--- config.mk ---
export PLATFORM = sky130hd
export DESIGN_NAME = polyline_segment_quad_expander
export DESIGN_NICKNAME = d
export VERILOG_FILES = /design/src/hw/rtl/psqe_pkg.sv /design/src/hw/rtl/psqe_dp.sv /design/src/hw/rtl/psqe_ctrl.sv /design/src/hw/rtl/polyline_segment_quad_expander.sv
export SDC_FILE = /design/constraint.sdc
export NUM_CORES = 2
export LEC_CHECK = 0
export ABC_AREA = 1
export BUFFER_PORTS_ARGS = -buffer_cell sky130_fd_sc_hd__buf_2
export CORE_UTILIZATION = 63
export CTS_CLUSTER_DIAMETER = 100
export DETAILED_ROUTE_END_ITERATION = 16
export PLACE_DENSITY = 0.9
export SLEW_MARGIN = 25
export SYNTH_ARGS = -nofsm -noshare
export SYNTH_HDL_FRONTEND = slang
export SYNTH_HIERARCHICAL = 1
export SYNTH_SLANG_ARGS = --single-unit
--- constraint.sdc ---
create_clock -name clk -period 9.9 [get_ports clk]
set_input_delay 1.98 -clock clk [delete_from_list [all_inputs] [get_ports clk]]
set_output_delay 1.98 -clock clk [all_outputs]
set_load 0.02 [all_outputs]
--- src/hw/rtl/psqe_pkg.sv ---
`timescale 1ns / 1ps
// ----------------------------------------------------------------------------
// psqe_pkg
// Shared widths, codes and command/status types of the segment quad expander.
// ----------------------------------------------------------------------------
package psqe_pkg;

	localparam int FRACTION_BITS = 4;

	localparam int PT_W     = 16;             // point coordinate, pixels
	localparam int DIFF_W   = 17;             // end minus start
	localparam int UV_W     = 18;             // dx+dy, dx-dy
	localparam int MAG_W    = 17;             // multiplier operand
	localparam int M2_W     = 17;             // twice the margin
	localparam int PROD_W   = 2 * MAG_W;
	localparam int SOFT_W   = 10;
	localparam int SQN_W    = 62;             // radicand L2 * 2^28
	localparam int SQ_PAIRS = SQN_W / 2;
	localparam int ROOT_W   = SQ_PAIRS;
	localparam int REM_W    = 34;
	localparam int LEN_FRAC = 14;
	localparam int DIV_QW   = 17;             // quotient bits
	localparam int DEN_W    = ROOT_W + 1;
	localparam int DVD_W    = PROD_W + LEN_FRAC + 1;
	localparam int OFF_W    = DIV_QW + 1;
	localparam int VTX_W    = 21;
	localparam int SUM_VW   = ((PT_W + FRACTION_BITS) > VTX_W ?
	                           (PT_W + FRACTION_BITS) : VTX_W) + 1;
	localparam int CNT_W    = 5;
	localparam int CORNER_W = 3;

	localparam logic [SOFT_W-1:0]   SOFT_RESET  = 10'd16;
	localparam logic [CORNER_W-1:0] LAST_CORNER = 3'd5;

	typedef logic [1:0] mul_sel_t;
	localparam mul_sel_t MSEL_DX = 2'd0;
	localparam mul_sel_t MSEL_DY = 2'd1;
	localparam mul_sel_t MSEL_U  = 2'd2;
	localparam mul_sel_t MSEL_V  = 2'd3;

	typedef struct packed {
		logic                capture;
		logic                diff;
		logic                mul;
		mul_sel_t            msel;
		logic                acc;
		logic                sq_load;
		logic                sq_step;
		logic                div_load;
		logic                div_step;
		logic                store_u;
		logic                store_v;
		logic                emit;
		logic [CORNER_W-1:0] corner;
	} psqe_cmd_t;

	typedef struct packed {
		logic seg;
		logic out_free;
	} psqe_stat_t;

endpackage

--- src/hw/rtl/psqe_dp.sv ---
`timescale 1ns / 1ps
// ----------------------------------------------------------------------------
// psqe_dp
// Datapath: point store, shared multiplier, bit-serial square root and
// divider, corner offset selection and the registered output item.
// ----------------------------------------------------------------------------
module psqe_dp import psqe_pkg::*; (
	input  logic                     clk,
	input  logic                     arst_n,
	input  psqe_cmd_t                cmd,
	output psqe_stat_t               stat,
	input  logic [SOFT_W-1:0]        edge_soft,
	input  logic signed [PT_W-1:0]   point_x,
	input  logic signed [PT_W-1:0]   point_y,
	input  logic                     line_start,
	input  logic signed [PT_W-1:0]   line_radius,
	input  logic                     out_stall,
	output logic                     out_valid,
	output logic signed [VTX_W-1:0]  vertex_x,
	output logic signed [VTX_W-1:0]  vertex_y,
	output logic signed [PT_W-1:0]   start_x,
	output logic signed [PT_W-1:0]   start_y,
	output logic signed [PT_W-1:0]   end_x,
	output logic signed [PT_W-1:0]   end_y,
	output logic signed [PT_W-1:0]   vertex_radius,
	output logic [CORNER_W-1:0]      corner_index,
	output logic                     last_vertex
);

	localparam logic signed [SUM_VW-1:0] VMAX_S = SUM_VW'((2 ** (VTX_W - 1)) - 1);
	localparam logic signed [SUM_VW-1:0] VMIN_S = -VMAX_S - SUM_VW'(1);

	logic signed [PT_W-1:0]   prev_x_q, prev_y_q;
	logic                     have_prev_q;
	logic signed [PT_W-1:0]   ax_q, ay_q, px_q, py_q, r_q;
	logic signed [DIFF_W-1:0] dx_q, dy_q;
	logic signed [UV_W-1:0]   u_q, v_q;
	logic [M2_W-1:0]          m2_q;
	logic [PROD_W-1:0]        prod_q, acc_q;
	logic [SQN_W-1:0]         sqn_q;
	logic [REM_W-1:0]         srem_q;
	logic [ROOT_W-1:0]        root_q;
	logic [DEN_W-1:0]         drem_q;
	logic [DIV_QW-1:0]        dq_q;
	logic signed [OFF_W-1:0]  qu_q, qv_q;

	// difference stage
	logic signed [DIFF_W-1:0] dx_w, dy_w;
	logic                     zero_w;
	logic [PT_W-1:0]          rpos_w;

	always_comb begin
		dx_w   = DIFF_W'(px_q) - DIFF_W'(ax_q);
		dy_w   = DIFF_W'(py_q) - DIFF_W'(ay_q);
		zero_w = (dx_w == '0) && (dy_w == '0);
		if (zero_w) begin
			dx_w = DIFF_W'(1);
		end
		rpos_w = r_q[PT_W-1] ? '0 : r_q;
	end

	// shared multiplier
	logic signed [UV_W-1:0] msrc_w;
	logic [MAG_W-1:0]       ma_w, mb_w;

	always_comb begin
		case (cmd.msel)
			MSEL_DX: msrc_w = UV_W'(dx_q);
			MSEL_DY: msrc_w = UV_W'(dy_q);
			MSEL_U:  msrc_w = u_q;
			default: msrc_w = v_q;
		endcase
		ma_w = msrc_w[UV_W-1] ? MAG_W'(-msrc_w) : MAG_W'(msrc_w);
		mb_w = (cmd.msel == MSEL_DX || cmd.msel == MSEL_DY) ? ma_w : MAG_W'(m2_q);
	end

	// square root step
	logic [REM_W+1:0] srw_w, strial_w;
	logic             sge_w;
	logic [PROD_W-1:0] l2_w;

	always_comb begin
		l2_w     = acc_q + prod_q;
		srw_w    = {srem_q, sqn_q[SQN_W-1 -: 2]};
		strial_w = (REM_W+2)'({root_q, 2'b01});
		sge_w    = srw_w >= strial_w;
	end

	// divide step
	logic [DVD_W-1:0] dvd_w;
	logic [DEN_W:0]   dt_w, dden_w;
	logic             dge_w;

	always_comb begin
		dvd_w  = DVD_W'({prod_q, LEN_FRAC'(0)}) + DVD_W'(root_q);
		dt_w   = {drem_q, dq_q[DIV_QW-1]};
		dden_w = (DEN_W+1)'({root_q, 1'b0});
		dge_w  = dt_w >= dden_w;
	end

	// corner offsets
	logic signed [OFF_W-1:0]  offx_w, offy_w;
	logic signed [PT_W-1:0]   bx_w, by_w;
	logic signed [SUM_VW-1:0] sx_w, sy_w;
	logic signed [VTX_W-1:0]  vx_w, vy_w;

	always_comb begin
		case (cmd.corner)
			3'd0:    begin offx_w = -qu_q; offy_w = qv_q;  end
			3'd1,
			3'd4:    begin offx_w = -qv_q; offy_w = -qu_q; end
			3'd2,
			3'd3:    begin offx_w = qv_q;  offy_w = qu_q;  end
			default: begin offx_w = qu_q;  offy_w = -qv_q; end
		endcase
		if (cmd.corner == 3'd2 || cmd.corner == 3'd3 || cmd.corner == 3'd5) begin
			bx_w = px_q;
			by_w = py_q;
		end else begin
			bx_w = ax_q;
			by_w = ay_q;
		end
		sx_w = (SUM_VW'(bx_w) <<< FRACTION_BITS) + SUM_VW'(offx_w);
		sy_w = (SUM_VW'(by_w) <<< FRACTION_BITS) + SUM_VW'(offy_w);
		if (sx_w > VMAX_S)      vx_w = VTX_W'(VMAX_S);
		else if (sx_w < VMIN_S) vx_w = VTX_W'(VMIN_S);
		else                    vx_w = VTX_W'(sx_w);
		if (sy_w > VMAX_S)      vy_w = VTX_W'(VMAX_S);
		else if (sy_w < VMIN_S) vy_w = VTX_W'(VMIN_S);
		else                    vy_w = VTX_W'(sy_w);
	end

	assign stat.seg      = !line_start && have_prev_q;
	assign stat.out_free = !out_valid || !out_stall;

	always_ff @(posedge clk or negedge arst_n) begin
		if (!arst_n) begin
			prev_x_q    <= '0;
			prev_y_q    <= '0;
			have_prev_q <= 1'b0;
			out_valid   <= 1'b0;
		end else begin
			if (cmd.capture) begin
				prev_x_q    <= point_x;
				prev_y_q    <= point_y;
				have_prev_q <= 1'b1;
			end
			if (cmd.emit)
				out_valid <= 1'b1;
			else if (!out_stall)
				out_valid <= 1'b0;
		end
	end

	always_ff @(posedge clk) begin
		if (cmd.capture) begin
			ax_q <= prev_x_q;
			ay_q <= prev_y_q;
			px_q <= point_x;
			py_q <= point_y;
			r_q  <= line_radius;
		end
		if (cmd.diff) begin
			dx_q <= dx_w;
			dy_q <= dy_w;
			u_q  <= UV_W'(dx_w) + UV_W'(dy_w);
			v_q  <= UV_W'(dx_w) - UV_W'(dy_w);
			m2_q <= M2_W'({rpos_w, 1'b0}) + M2_W'(edge_soft)
			        + M2_W'(2 ** (FRACTION_BITS + 1));
		end
		if (cmd.acc)
			acc_q <= prod_q;
		if (cmd.mul)
			prod_q <= PROD_W'(ma_w) * PROD_W'(mb_w);
		if (cmd.sq_load) begin
			sqn_q  <= SQN_W'({l2_w, 28'b0});
			srem_q <= '0;
			root_q <= '0;
		end else if (cmd.sq_step) begin
			sqn_q  <= {sqn_q[SQN_W-3:0], 2'b00};
			srem_q <= sge_w ? REM_W'(srw_w - strial_w) : REM_W'(srw_w);
			root_q <= {root_q[ROOT_W-2:0], sge_w};
		end
		if (cmd.div_load) begin
			drem_q <= dvd_w[DVD_W-1 -: DEN_W];
			dq_q   <= dvd_w[DIV_QW-1:0];
		end else if (cmd.div_step) begin
			drem_q <= dge_w ? DEN_W'(dt_w - dden_w) : DEN_W'(dt_w);
			dq_q   <= {dq_q[DIV_QW-2:0], dge_w};
		end
		if (cmd.store_u)
			qu_q <= u_q[UV_W-1] ? -$signed({1'b0, dq_q}) : $signed({1'b0, dq_q});
		if (cmd.store_v)
			qv_q <= v_q[UV_W-1] ? -$signed({1'b0, dq_q}) : $signed({1'b0, dq_q});
		if (cmd.emit) begin
			vertex_x      <= vx_w;
			vertex_y      <= vy_w;
			start_x       <= ax_q;
			start_y       <= ay_q;
			end_x         <= px_q;
			end_y         <= py_q;
			vertex_radius <= r_q;
			corner_index  <= cmd.corner;
			last_vertex   <= (cmd.corner == LAST_CORNER);
		end
	end

endmodule

--- src/hw/rtl/psqe_ctrl.sv ---
`timescale 1ns / 1ps
// ----------------------------------------------------------------------------
// psqe_ctrl
// Sequencer: steps the datapath through difference, length, two scaled
// offsets and six corner emissions.
// ----------------------------------------------------------------------------
module psqe_ctrl import psqe_pkg::*; (
	input  logic       clk,
	input  logic       arst_n,
	input  logic       in_valid,
	output logic       in_stall,
	input  psqe_stat_t stat,
	output psqe_cmd_t  cmd
);

	localparam logic [3:0] S_IDLE = 4'd0;
	localparam logic [3:0] S_DIFF = 4'd1;
	localparam logic [3:0] S_SQX  = 4'd2;
	localparam logic [3:0] S_SQY  = 4'd3;
	localparam logic [3:0] S_SQL  = 4'd4;
	localparam logic [3:0] S_SQRT = 4'd5;
	localparam logic [3:0] S_MULU = 4'd6;
	localparam logic [3:0] S_DLDU = 4'd7;
	localparam logic [3:0] S_DIVU = 4'd8;
	localparam logic [3:0] S_MULV = 4'd9;
	localparam logic [3:0] S_DLDV = 4'd10;
	localparam logic [3:0] S_DIVV = 4'd11;
	localparam logic [3:0] S_STV  = 4'd12;
	localparam logic [3:0] S_EMIT = 4'd13;

	localparam logic [CNT_W-1:0] SQ_LAST  = CNT_W'(SQ_PAIRS - 1);
	localparam logic [CNT_W-1:0] DIV_LAST = CNT_W'(DIV_QW - 1);

	logic [3:0]       state_q, state_d;
	logic [CNT_W-1:0] cnt_q, cnt_d;

	assign in_stall = (state_q != S_IDLE);

	always_comb begin
		state_d = state_q;
		cnt_d   = cnt_q;
		cmd     = '0;
		cmd.corner = cnt_q[CORNER_W-1:0];
		unique case (state_q)
			S_IDLE: begin
				if (in_valid) begin
					cmd.capture = 1'b1;
					if (stat.seg)
						state_d = S_DIFF;
				end
			end
			S_DIFF: begin
				cmd.diff = 1'b1;
				state_d  = S_SQX;
			end
			S_SQX: begin
				cmd.mul  = 1'b1;
				cmd.msel = MSEL_DX;
				state_d  = S_SQY;
			end
			S_SQY: begin
				cmd.acc  = 1'b1;
				cmd.mul  = 1'b1;
				cmd.msel = MSEL_DY;
				state_d  = S_SQL;
			end
			S_SQL: begin
				cmd.sq_load = 1'b1;
				cnt_d       = '0;
				state_d     = S_SQRT;
			end
			S_SQRT: begin
				cmd.sq_step = 1'b1;
				cnt_d       = cnt_q + 1'b1;
				if (cnt_q == SQ_LAST)
					state_d = S_MULU;
			end
			S_MULU: begin
				cmd.mul  = 1'b1;
				cmd.msel = MSEL_U;
				state_d  = S_DLDU;
			end
			S_DLDU: begin
				cmd.div_load = 1'b1;
				cnt_d        = '0;
				state_d      = S_DIVU;
			end
			S_DIVU: begin
				cmd.div_step = 1'b1;
				cnt_d        = cnt_q + 1'b1;
				if (cnt_q == DIV_LAST)
					state_d = S_MULV;
			end
			S_MULV: begin
				cmd.store_u = 1'b1;
				cmd.mul     = 1'b1;
				cmd.msel    = MSEL_V;
				state_d     = S_DLDV;
			end
			S_DLDV: begin
				cmd.div_load = 1'b1;
				cnt_d        = '0;
				state_d      = S_DIVV;
			end
			S_DIVV: begin
				cmd.div_step = 1'b1;
				cnt_d        = cnt_q + 1'b1;
				if (cnt_q == DIV_LAST)
					state_d = S_STV;
			end
			S_STV: begin
				cmd.store_v = 1'b1;
				cnt_d       = '0;
				state_d     = S_EMIT;
			end
			S_EMIT: begin
				if (stat.out_free) begin
					cmd.emit = 1'b1;
					cnt_d    = cnt_q + 1'b1;
					if (cnt_q[CORNER_W-1:0] == LAST_CORNER)
						state_d = S_IDLE;
				end
			end
			default: begin
				state_d = S_IDLE;
			end
		endcase
	end

	always_ff @(posedge clk or negedge arst_n) begin
		if (!arst_n) begin
			state_q <= S_IDLE;
			cnt_q   <= '0;
		end else begin
			state_q <= state_d;
			cnt_q   <= cnt_d;
		end
	end

	a_emit_free: assert property (@(posedge clk) disable iff (!arst_n)
		cmd.emit |-> stat.out_free)
		else $error("item emitted over a waiting result");

	a_last_idle: assert property (@(posedge clk) disable iff (!arst_n)
		(cmd.emit && cmd.corner == LAST_CORNER) |=> (state_q == S_IDLE))
		else $error("sequencer did not return to idle after last corner");

	a_cnt_range: assert property (@(posedge clk) disable iff (!arst_n)
		(state_q == S_EMIT) |-> (cnt_q <= CNT_W'(LAST_CORNER)))
		else $error("corner counter out of range");

endmodule

--- src/hw/rtl/polyline_segment_quad_expander.sv ---
`timescale 1ns / 1ps
// ----------------------------------------------------------------------------
// polyline_segment_quad_expander
// Expands each polyline segment into a six-vertex quad (two triangles) whose
// half-size covers radius, half the soft edge and one pixel.
// ----------------------------------------------------------------------------
//
//  channel  | direction | handshake          | payload
//  ---------+-----------+--------------------+--------------------------------
//  in       | to block  | in_valid/in_stall  | point_x/y, line_start, radius
//  out      | from block| out_valid/out_stall| vertex_x/y, start/end, corner
//  apb      | to block  | psel/penable       | edge_softness at address 0
//
// A start point (or any point with no predecessor) is taken with in_stall low
// and gives no item. After a segment point is accepted, the length comes from a
// 31-step bit-serial square root, then each of the two offset magnitudes from
// a 17-step restoring divider. The six vertices then leave one per cycle while
// out_stall is low; out_stall holds them.
// in_stall stays high from segment accept until the sixth vertex is loaded.
// Reset clears the previous point, the sequencer and the output valid.
module polyline_segment_quad_expander import psqe_pkg::*; (
	input  logic                    clk,
	input  logic                    arst_n,
	// configuration
	input  logic                    psel,
	input  logic                    penable,
	input  logic                    pwrite,
	input  logic [2:0]              paddr,
	input  logic [31:0]             pwdata,
	output logic [31:0]             prdata,
	output logic                    pready,
	// input items
	input  logic                    in_valid,
	output logic                    in_stall,
	input  logic signed [PT_W-1:0]  point_x,
	input  logic signed [PT_W-1:0]  point_y,
	input  logic                    line_start,
	input  logic signed [PT_W-1:0]  line_radius,
	// result items
	output logic                    out_valid,
	input  logic                    out_stall,
	output logic signed [VTX_W-1:0] vertex_x,
	output logic signed [VTX_W-1:0] vertex_y,
	output logic signed [PT_W-1:0]  start_x,
	output logic signed [PT_W-1:0]  start_y,
	output logic signed [PT_W-1:0]  end_x,
	output logic signed [PT_W-1:0]  end_y,
	output logic signed [PT_W-1:0]  vertex_radius,
	output logic [CORNER_W-1:0]     corner_index,
	output logic                    last_vertex
);

	logic [SOFT_W-1:0] soft_q;
	psqe_cmd_t         cmd;
	psqe_stat_t        stat;

	// Register file: one register at addresses 0 to 3 (paddr[2] low); addresses
	// 4 to 7 drop writes and read as zero.
	assign pready = 1'b1;
	assign prdata = (!paddr[2]) ? 32'(soft_q) : '0;

	always_ff @(posedge clk or negedge arst_n) begin
		if (!arst_n) begin
			soft_q <= SOFT_RESET;
		end else if (psel && penable && pwrite && !paddr[2]) begin
			soft_q <= pwdata[SOFT_W-1:0];
		end
	end

	psqe_ctrl u_ctrl (
		.clk      (clk),
		.arst_n   (arst_n),
		.in_valid (in_valid),
		.in_stall (in_stall),
		.stat     (stat),
		.cmd      (cmd)
	);

	psqe_dp u_dp (
		.clk           (clk),
		.arst_n        (arst_n),
		.cmd           (cmd),
		.stat          (stat),
		.edge_soft     (soft_q),
		.point_x       (point_x),
		.point_y       (point_y),
		.line_start    (line_start),
		.line_radius   (line_radius),
		.out_stall     (out_stall),
		.out_valid     (out_valid),
		.vertex_x      (vertex_x),
		.vertex_y      (vertex_y),
		.start_x       (start_x),
		.start_y       (start_y),
		.end_x         (end_x),
		.end_y         (end_y),
		.vertex_radius (vertex_radius),
		.corner_index  (corner_index),
		.last_vertex   (last_vertex)
	);

endmodule
==> summary.txt <==
Global routing
  – Remaining global-route overflow: 0
  – GR peak layer: met2
  – Vias in the first global route: 40.50k
  – First-pass GRT wire length: 216,800 um
  – Met3 usage: 0.04901
  – Largest net degree at the start of global routing: 87
  – GR Layer Usage met1: 0.4804
  – Met2 Track Usage GR: 0.5911
  – Gr usage total: 0.3606
  – Initial antenna violation count: 0

CTS
  – Clock transition at path regs: 0.06 ns
  – Worst-skew pair later-pin latency: 0.65 ns
  – H-tree lvl count: 3
  – CTS tree: yes
  – Clk buf depth: 3
  – CTS Sinks: roughly 600
  – CTS root buffer: clkbuf_16
  – Post-CTS Hold Buffers: 0
  – Cts repair resizes: 0
  – Post-CTS Setup Bufs: 0
  – Cts bufs inserted: 67

Finish
  – Final core occ: 0.6947
  – Fin area: roughly 0.052 mm^2
  – Most common cell after layout, fill and taps aside: nand2_1
  – FILL cells: 5,827
  – Ant diodes: 0
  – Share of cells above drive strength 1: 0.07480
  – Post-synthesis to final-layout area growth: 9.093%
  – Most frequent cells in the layout: nand2_1 (1,487), inv_1 (886), edfxtp_1 (479)
  – Nets@finish: 6,714

Worst setup path
  – Endpoint class of the critical path: register
  – Reg2reg path depth: 41
  – R2R Path Start: u_ctrl/state_q[2]$_DFFE_PN0P_
  – Critical path data arrival time: 9.50 ns
  – Worst EP required: 10.27 ns
  – Setup CP Type: register to register
  – Critical Path Slowest Stage Cell: fa_1
  – Largest stage delay, worst path: between 0.5 and 0.6 ns
  – R2R setup slack: about 0.76 ns
  – Crit start category: register
  – Worst R2R End: u_dp/prod_q[28]$_DFFE_PP_
  – CP dominant cell by count: inv_1
  – CP max FO: 14

Floorplanning
  – Die Wd: between 200 and 300 um
  – Starting Density: 0.6368
  – IO Pins: between 200 and 300
  – Core Rows: 100
  – Die extent in y: approximately 280 um
  – Core area: about 0.074 mm^2
  – Die area: roughly 0.076 mm^2

Logic synthesis
  – Asr flop ratio synth: 0.08878
  – Synth Warn #: 6
  – Synth Instances: roughly 6k
  – Post-synth EDFFs: about 480
  – Ys flop type: edfxtp_1
  – Cell Area, Synth: approximately 0.047 mm^2
  – Avg Inst Size Synth: 8.088 um^2
  – Synth unique cells: 58
  – Post-synthesis sequential area ratio: 0.3589
  – Yosys reg bits: around 600

Timing
  – Top achievable clock speed: 109.4 MHz
  – Minimum clock period: 9.137 ns
  – Final slew viol count: 0
  – Slew of the pin with the lowest slew margin: 1.013 ns
  – Max-slew headroom: 0.3178
  – RSZ-0062 raised after global routing: no
  – Setup violators final: 0
  – Final Cycle Share: 0.9230
  – Final Hold Viols: 0
  – Final TNS setup: 0 ns
  – Clock Skew: roughly 0.057 ns
  – Setup WS post-layout: 0.7627 ns

Placed design
  – Dpl cell area: roughly 0.049 mm^2
  – Place WS: 0.9352 ns
  – IO Port Bufs: 204
  – GP Congestion: 0.9917
  – DP HPWL: around 110,000 um

Route
  – Drt total wl: ~140,000 um
  – ANT nets after route: 0
  – Wire per inst: a little under 20 um
  – Vias per cell: approximately 6
  – Starting DRT DRC Count: 4,649
  – First-pass iteration count of the detailed router: 9
  – Detailed-route via count: ~42k
  – DR DRC count: 0

Power and ir drop
  – Worst vdd ir: roughly 150 uV
  – Total power: 5.514 mW
  – Pwr/cell area: 106.6 mW/mm^2
  – Lkg Pwr: ~25 nW

Worst hold path
  – Cells on Worst Hold Path: 0
  – Worst Min Path Start: u_dp/ay_q[1]$_DFFE_PP_
  – Min-delay worst type: register to register
  – End point of the worst hold path: u_dp/start_y[1]$_DFFE_PP_

Job
  – MaxCap Viol Count: 0

Outcome
  – Status: complete, no violations
report_power, final:
| group | switching, mW | leakage [nW] | internal (mW) |
|---|---|---|---|
| combinational | 0.0638 | 18.2 | 0.0372 |
| clock | 1.12 | 1.14 | 1.58 |
| sequential | 0.0123 | 5.44 | 2.70 |
| total | 1.20 | 24.8 | 4.31 |
synth_stat cells, drive strengths merged, types with 9 or more instances:
cell	n	share of area
xnor2	67	0.012
o21bai	22	0.0035
nand3b	25	0.0040
o22ai	39	0.0051
nor3	73	0.0077
fa	234	0.099
or2	32	0.0042
a21oi	359	0.039
dfxtp	65	0.027
nor2	482	0.039
o21ai	310	0.033
nand3	354	0.038
a31oi	17	0.0022
nand2	1505	0.12
o211ai	30	0.0048
buf	67	0.0091
a21boi	12	0.0019
dfrtp	52	0.027
edfxtp	479	0.30
xor2	132	0.025
inv	913	0.072
o21a	9	0.0014
o221ai	10	0.0018
nand4	71	0.0094
clkbuf	86	0.0068
a21o	25	0.0040
nor4	12	0.0016
ha	346	0.091
through the flow:
stage                     instances  hold slack, ns
after detailed placement       6943          0.4317
after global placement         6943          0.4268
after floorplan                5882          0.4142
final                          7065          0.4399
after CTS                      7065          0.4279
after global routing           7065          0.4429
area by class of cell:
class                   count  area, um^2  area share
inverters                 918        3448     0.06668
flip-flops and latches    597       17010      0.3290
multi-input cells        4214       26320      0.5089
clock inverters            37       591.8     0.01144
clock buffers              85        1794     0.03469
well taps                 969        1212     0.02344
repair buffers            245        1336     0.02584
kinds of logic after synthesis:
| logic type | share of synthesized area |
|---|---|
| xor gates and xnor gates | 0.03708 |
| other | 0.0001584 |
| and+or+nand+nor | 0.2248 |
| adders and majority gates | 0.1901 |
| DFF | 0.3589 |
| buffers and inverters | 0.08858 |
| AOI/OAI and AO/OA | 0.1004 |
flip-flops by register name, summed over array words and instances (netlist names), 18 cells and up:
register / flops
u_dp/u_q: 18
u_dp/qv_q: 18
u_dp/sqn_q: 34
u_dp/vertex_y: 21
u_dp/qu_q: 18
u_dp/root_q: 31
u_dp/drem_q: 32
u_dp/prod_q: 34
u_dp/srem_q: 34
u_dp/vertex_x: 21
u_dp/acc_q: 34
how the worst max path moves through the flow:
stage,start,end
2_1_floorplan,u_ctrl/state_q[2]$_DFFE_PN0P_,u_dp/prod_q[20]$_DFFE_PP_
3_3_place_gp,u_ctrl/state_q[2]$_DFFE_PN0P_,u_dp/prod_q[32]$_DFFE_PP_
3_5_place_dp,u_ctrl/state_q[2]$_DFFE_PN0P_,u_dp/prod_q[33]$_DFFE_PP_
4_1_cts,u_ctrl/state_q[2]$_DFFE_PN0P_,u_dp/prod_q[33]$_DFFE_PP_
5_1_grt,u_ctrl/state_q[2]$_DFFE_PN0P_,u_dp/prod_q[29]$_DFFE_PP_
6_report,u_ctrl/state_q[2]$_DFFE_PN0P_,u_dp/prod_q[28]$_DFFE_PP_
critical path, delay by kind of cell (launching register included):
kind            cells  cell delay, ns
flops               1            0.49
xor+xnor            1            0.08
fa+ha+maj           8            3.71
simple gates       15            2.37
compound gates      5            0.91
buf+inv            12            1.32
metal layers:
layer,wire (um),up-vias
li1,-,19500
met1,55750,19860
met2,64590,2275
met3,12400,430
met4,6158,0
met5,0,-
Note: power is estimated with default switching activity, not from simulation.
